`src/design/rwc_div.sv`:
```
`default_nettype none
module rwc_div #(
   parameter int DW = 56,
   parameter int VW = 7
) (
   input  wire logic                 clock,
   input  wire logic                 reset,
   input  wire logic                 start,
   input  wire logic signed [DW-1:0] dividend,
   input  wire logic        [VW-1:0] divisor,
   output logic                      done,
   output logic signed [DW-1:0]      quotient
);

   // radix-16: four restoring steps per cycle, quotient truncated toward zero
   localparam int PW    = ((DW + 3) / 4) * 4;
   localparam int ITER  = PW / 4;
   localparam int CW    = (ITER > 1) ? $clog2(ITER) : 1;

   logic [PW-1:0] mag_ff, mag_in;
   logic [VW:0]   rem_ff, rem_in;
   logic [VW-1:0] den_ff;
   logic          neg_ff;
   logic [CW-1:0] cnt_ff;
   logic          busy_ff;
   logic          done_ff;
   logic [DW-1:0] q_ff;
   logic [DW-1:0] abs_val;
   logic [DW-1:0] mq;

   assign abs_val = dividend[DW-1] ? (~dividend + 1'b1) : dividend;
   assign mq      = mag_in[DW-1:0];

   always_comb begin
      mag_in = mag_ff;
      rem_in = rem_ff;
      for (int i = 0; i < 4; i++) begin
         rem_in = {rem_in[VW-1:0], mag_in[PW-1]};
         mag_in = {mag_in[PW-2:0], 1'b0};
         if (rem_in >= {1'b0, den_ff}) begin
            rem_in    = rem_in - {1'b0, den_ff};
            mag_in[0] = 1'b1;
         end
      end
   end

   always_ff @(posedge clock) begin
      if (reset) begin
         busy_ff <= 1'b0;
         done_ff <= 1'b0;
         cnt_ff  <= '0;
      end else begin
         done_ff <= 1'b0;
         if (start) begin
            busy_ff <= 1'b1;
            cnt_ff  <= '0;
         end else if (busy_ff) begin
            cnt_ff <= cnt_ff + 1'b1;
            if (cnt_ff == CW'(ITER - 1)) begin
               busy_ff <= 1'b0;
               done_ff <= 1'b1;
            end
         end
      end
   end

   always_ff @(posedge clock) begin
      if (start) begin
         mag_ff <= PW'(abs_val);
         rem_ff <= '0;
         den_ff <= divisor;
         neg_ff <= dividend[DW-1];
      end else if (busy_ff) begin
         mag_ff <= mag_in;
         rem_ff <= rem_in;
         if (cnt_ff == CW'(ITER - 1)) begin
            q_ff <= neg_ff ? (~mq + 1'b1) : mq;
         end
      end
   end

   assign done     = done_ff;
   assign quotient = q_ff;

endmodule
`default_nettype wire

```
`config.mk`:
```
export PLATFORM = sky130hd
export DESIGN_NAME = rwc_div
export DESIGN_NICKNAME = d
export VERILOG_FILES = /design/src/design/rwc_div.sv
export SDC_FILE = /design/constraint.sdc
export NUM_CORES = 1
export LEC_CHECK = 0
export BUFFER_PORTS_ARGS = -buffer_cell sky130_fd_sc_hd__buf_4
export CAP_MARGIN = 10
export CORE_MARGIN = 5
export CORE_UTILIZATION = 40
export CTS_CLUSTER_DIAMETER = 60
export DETAILED_ROUTE_END_ITERATION = 8
export HOLD_SLACK_MARGIN = 0.08
export PLACE_DENSITY = 0.66
export SETUP_SLACK_MARGIN = 0.4
export SYNTH_ARGS = -nofsm -noshare
export SYNTH_HDL_FRONTEND = slang
export SYNTH_SLANG_ARGS = --single-unit
```
`constraint.sdc`:
```
create_clock -name clock -period 12.9 [get_ports clock]
set_input_delay 0 -clock clock [delete_from_list [all_inputs] [get_ports clock]]
set_output_delay 0 -clock clock [all_outputs]
set_load 0.01 [all_outputs]
```
======== Word-level counts from Yosys, hierarchy flattened ========
Index checks and enable logic that the tools add are counted.
operators by class
  $add $sub $neg .......................... 7
  magnitude comparators ................... 4
  eq/ne operators ......................... 1
  muxes and demuxes ....................... 16
  bitwise logic cells ..................... 4
  reductions and logical operators ........ 4
operators by type and width
  kind                                           number
  2-to-1 mux 56 bit                              4
  adder 56 x 1 -> 56 bit, second input constant  2
  NOT 56 bit                                     2
  >= comparator 8 x 7 -> 1 bit                   4
  2-to-1 mux 7 bit                               4
  subtractor 7 bit                               4
  2-to-1 mux 1 bit                               8
  adder 4 x 1 -> 4 bit, second input constant    1
  == test 4 bit, second input constant           1
  AND reduction 3 bit                            1
  OR reduction 3 bit                             1
  NOT 1 bit                                      2
  nonzero test 2 bit                             1
  OR reduction 2 bit                             1
word-level totals
  bits in registers ....................... 133
  bits of input ports ..................... 66
  word-level logic and storage cells ...... 44

======== Longest topological paths before layout ========
  depth in word-level cells ............... 11
  mapped depth ............................ 39

======== Worst setup path after synthesis ========
Ideal clock, no wire load.
  path kind ............................... reg2reg
  start point ............................. register den_ff[5]
  end point ............................... register q_ff[42] (netlist: quotient[42]), data pin
  arrival ................................. 7.588 ns
  setup slack ............................. 5.050 ns
  stages on the path, launching flop included .. 36
  cells stage by stage .................... edfxtp_1 inv_1 ha_1 clkbuf_1 a21o_1 a211oi_2 nand2_1 mux2_2 ha_1 nor2b_1 o31a_1 o211ai_1 o2111ai_1 mux2_2 ha_1 and3_1 o21ai_0 a41o_1 o211ai_1 mux2i_2 mux2i_1 fa_1 a21o_1 a21o_1 a21oi_1 o21ai_0 a32oi_1 o211ai_1 buf_2 inv_1 ha_1 and2_1 nand2_1 buf_6 o31ai_1 xnor2_1
on the way
  cells in the longest elaborated chain, start to end .. 11
  elaborated cells between the ends (all ways) .. 17
ends and longest elaborated chain
  element                                                           RTL line  RTL
  from (decl)                                                       22        logic [VW-1:0] den_ff;
  from (signal assigned)                                            71        den_ff <= divisor;
  subtractor 7 bit or >= comparator 8 x 7 -> 1 bit (tied branches)  41, 40
  2-to-1 mux 7 bit                                                  40        if (rem_in >= {1'b0, den_ff}) begin
  subtractor 7 bit or >= comparator 8 x 7 -> 1 bit (tied branches)  41, 40
  2-to-1 mux 7 bit                                                  40
  >= comparator 8 x 7 -> 1 bit or subtractor 7 bit (tied branches)  40, 41
  2-to-1 mux 7 bit                                                  40
  >= comparator 8 x 7 -> 1 bit (*)                                  40
  2-to-1 mux 1 bit (*)                                              40
  net mag_in[0]                                                     20        logic [PW-1:0] mag_ff, mag_in;
  NOT 56 bit (*)                                                    77        q_ff <= neg_ff ? (~mq + 1'b1) : mq;
  adder 56 x 1 -> 56 bit (*)                                        77
  2-to-1 mux 56 bit (*)                                             77
  to (signal assigned)                                              77
  to (decl)                                                         27        logic [DW-1:0] q_ff;
Mark *: on every way through the listed nets, which the timed path passes. The rest lies on a longest branch.
A chain may end at the register's enable or synchronous reset.

======== Final worst setup path ========
  start point ............................. register den_ff[5]
  end point ............................... register q_ff[36] (netlist: quotient[36]), data pin
on the way
  cells in the longest elaborated chain, start to end .. 11
  elaborated cells between the ends (all ways) .. 17
ends and longest elaborated chain
  element                                                           RTL line
  subtractor 7 bit or >= comparator 8 x 7 -> 1 bit (tied branches)  41, 40
  2-to-1 mux 7 bit                                                  40
  subtractor 7 bit or >= comparator 8 x 7 -> 1 bit (tied branches)  41, 40
  2-to-1 mux 7 bit                                                  40
  >= comparator 8 x 7 -> 1 bit or subtractor 7 bit (tied branches)  40, 41
  2-to-1 mux 7 bit                                                  40
  >= comparator 8 x 7 -> 1 bit                                      40
  2-to-1 mux 1 bit                                                  40
  NOT 56 bit (*)                                                    77
  adder 56 x 1 -> 56 bit (*)                                        77
  2-to-1 mux 56 bit (*)                                             77
Every way passes the cells marked *; elsewhere a longest branch is shown, timed or not.

==> flow_summary.yaml <==
setup_path:
  crit_slowest_cell: "mux2i_2"
  worst_path_class_setup: "reg2reg"
  setup.worst_path.end_class: "flip-flop"
  cp.required_ns: 13.06
  timing.critical_path.arrival_ns: 9.37
  timing.critical_path.fanout_max: 11
  worst_path_largest_cell_delay_ns: 0.62
  worstSetupStartpointType: "flip-flop"
  cp_common_cell: "ha_1"
hold_path:
  hold_path.class: "in2reg"
detailed_routing:
  post_route_drc_violation_count: 0
  viasPerCell: 5.489
  drt-pass1-iter-count: 5
  routed-via-count: 7009
  initialDrtViolationCount: 461
  drt_wirelength_um: 22390
  drt.antenna.violating_nets: 0
  wire_per_inst_um: 17.53
sta:
  setup-tns-final_ns: 0
  slew_violations: 0
  finalHoldViolCount: 0
  period_minus_slack_ns: 9.209
  worst_slew_margin_rel_pct: 38.12
  report.final.setup_viol: 0
  finalCritPeriodShare_pct: 71.39
  achievable-frequency_ghz: 0.1086
  finalClockSkew_ns: 0.008850
  grt_setup_unrepaired: "false"
  slew_of_the_pin_with_the_lowest_slew_margin_ns: 0.9282
clocking:
  number_of_cts_inserted_buffers: 17
  ctsRootBufferMaster: "clkbuf_16"
  worst_skew_pair.late_latency_ns: 0.42
  clkTransAtPathRegs_ns: 0.06
  cts_setup_buffers: 0
  clock-sinks: 133
  cts_tree: "yes"
  cts_max_level: 4
  clock_tree.buffer_depth: 2
power:
  p_leak_nw: 4.157
  design_power_total_mw: 2.718
  powerDensity_nw_per_um2: 245.9
  ir_worst_vdd_mv: 0.2455
synth:
  netlist.top_cell.by_area: "edfxtp_1"
  syn_area_um2: 8667
  yosysUniqueCellTypes: 74
  synth_async_sr_flop_share_pct: 0
  post_syn_area_per_cell_um2: 10.63
  yosys_warnings: 0
  ys_seq_elements: 133
  synthesis.nets: 917
  synth-main-ff-cell: "edfxtp_1"
  yosysTopAreaCellShare_pct: 41.58
  netlist_instances: 815
  yosys-top-cells-area: "edfxtp_1 42%, xnor2_1 6.7%, xor2_1 5.8%"
  portion_of_the_post_synthesis_area_used_by_sequential_elements_pct: 44.58
  synth_edf_count: 120
die:
  die_area_um2: 24710
  fp.dieW_um: 157.2
  fp-row-count: 53
  floorplan.initialDensity_pct: 40.97
  die_height_um: 157.2
  fp.coreArea_um2: 21150
  floorplan.io_pins: 123
placement:
  port_buffers: 122
  gp_congestion: 0.8879
  dp_hpwl_um: 16050
  place_inst: 1182
final_layout:
  area_grow_syn2layout_pct: 27.57
  fill_cell_instance_count_of_the_final_layout: 1836
  layout.nets: 1091
  drive_above_1_share_pct: 21.96
  cell_count_final_fillers_out: 1277
  antenna_cells_inserted: 0
run_status:
  run_status: "complete, no violations"
global_route:
  grt_use_total_pct: 18.05
  maximum_number_of_pins_on_one_net_before_global_route_repair: 75
  grt_overflow_total: 0
  antenna_violations_before_repair: 0
  grt_pass1_wl_um: 35650
  grt_pass1_vias: 6832
run:
  cap_violations: 0
==> cell usage in the layout, fill, tap and decap left out, types with 17 or more instances in the layout <==
master and n:
buf_4 128, nor2_1 72, o21ai_0 41, o31ai_1 31, xor2_1 57, edfxtp_1 120, a21oi_1 64, dlygate4sd3_1 63
nand2_1 33, ha_1 32, xnor2_1 66, clkbuf_16 17, inv_1 31
==> synth_stat cells, types with 3 or more instances <==
cell type    n
or4_4        4
o41ai_1     13
a31o_2       3
o211ai_1     3
nor2_1      72
nor3b_1      4
o21a_1       5
nand3b_1     5
a21o_1      10
nand2_1     33
or3_1       16
buf_6        4
o31ai_2      8
a211oi_1     8
or2_2       10
or3_4        4
edfxtp_1   120
or4_1        8
and3_1       3
or3_2        4
nor4_1       4
nand3_1     12
nor2b_1      6
mux2i_1     10
dfxtp_1     13
mux2_2      11
inv_1       31
buf_2        3
nand4_1      4
nor3_1      11
clkbuf_1    24
o2111ai_1    3
ha_1        32
xnor2_1     66
xor2_1      57
o41ai_2      3
a21oi_1     64
nand2b_1     4
fa_1         4
o21ai_0     41
o31ai_1     31
==> repair_timing <==
action,4_1_cts,5_1_grt
hold buffers,63,0
gates resized for setup,0,0
setup endpoints to repair,0,0
hold endpoints to repair,68,0
==> cell type report <==
class / instances / area [um2] / area share [%]
sequential: 133 / 3864 / 34.94
tap: 275 / 344.1 / 3.112
clock buffer: 17 / 425.4 / 3.847
inverter: 31 / 116.4 / 1.052
clock inverter: 15 / 217.7 / 1.969
timing repair buffer: 191 / 1592 / 14.39
multi-input combinational: 615 / 4498 / 40.68
==> layer usage <==
metal	up-vias	GRT usage, %	share of wire, %
met4	0	5.694	1.9
li1	3403	-	-
met1	3354	25.34	47
met2	227	28.72	46
met5	-	0	0
met3	25	2.914	5.3
==> cell families (layout without fill, tap and decap cells) <==
kind of cell,Yosys count,in the layout,synth area share (%)
xor+xnor,123,123,12.43
compound gates,214,214,17.05
simple gates,220,220,14.08
mux,22,22,2.743
fa+ha+maj,36,36,5.544
flops,133,133,44.58
buf+inv,67,254,3.580
==> stage by stage <==
step                      instance area (um2)  setup slack (ns)  utilization (%)  hold slack (ns)
after detailed placement                 9783             3.811            46.25           0.1795
after global routing                    11060             3.086            52.27           0.1583
after global placement                   9783             4.037            46.25           0.1794
final                                   11060             3.691            52.27           0.1543
after CTS                               11060             3.788            52.27           0.1253
after floorplan                          8667             5.050                -          0.07238
==> flip-flops by register name, indices dropped and copies added (netlist names) <==
register,count
busy_ff,1
neg_ff,1
cnt_ff,4
quotient,56
rem_ff,7
den_ff,7
done,1
mag_ff,56
==> critical path: cells and delay by family (launching register included) <==
kind            cells  cell delay [ns]
mux                 4             1.70
compound gates     15             3.51
buf+inv             2             0.29
fa+ha+maj           5             1.67
xor+xnor            1             0.10
flops               1             0.35
simple gates        5             1.32
==> power breakdown <==
part / internal [mW] / switching [mW]
Combinational: 0.675 / 0.918
Clock: 0.329 / 0.206
Sequential: 0.547 / 0.0430
==> path summary, 6_finish.rpt <==
path	from	endpoint	slack [ns]	cells after the start
setup / recovery	den_ff[5]	quotient[36]	3.69	32
hold / removal	dividend[55]	neg_ff	0.15	1
setup reg to reg	den_ff[5]	quotient[36]	3.69	32
hold reg to reg	rem_ff[5]	rem_ff[5]	0.51	2
No activity file was read; power rests on OpenSTA's default activity.
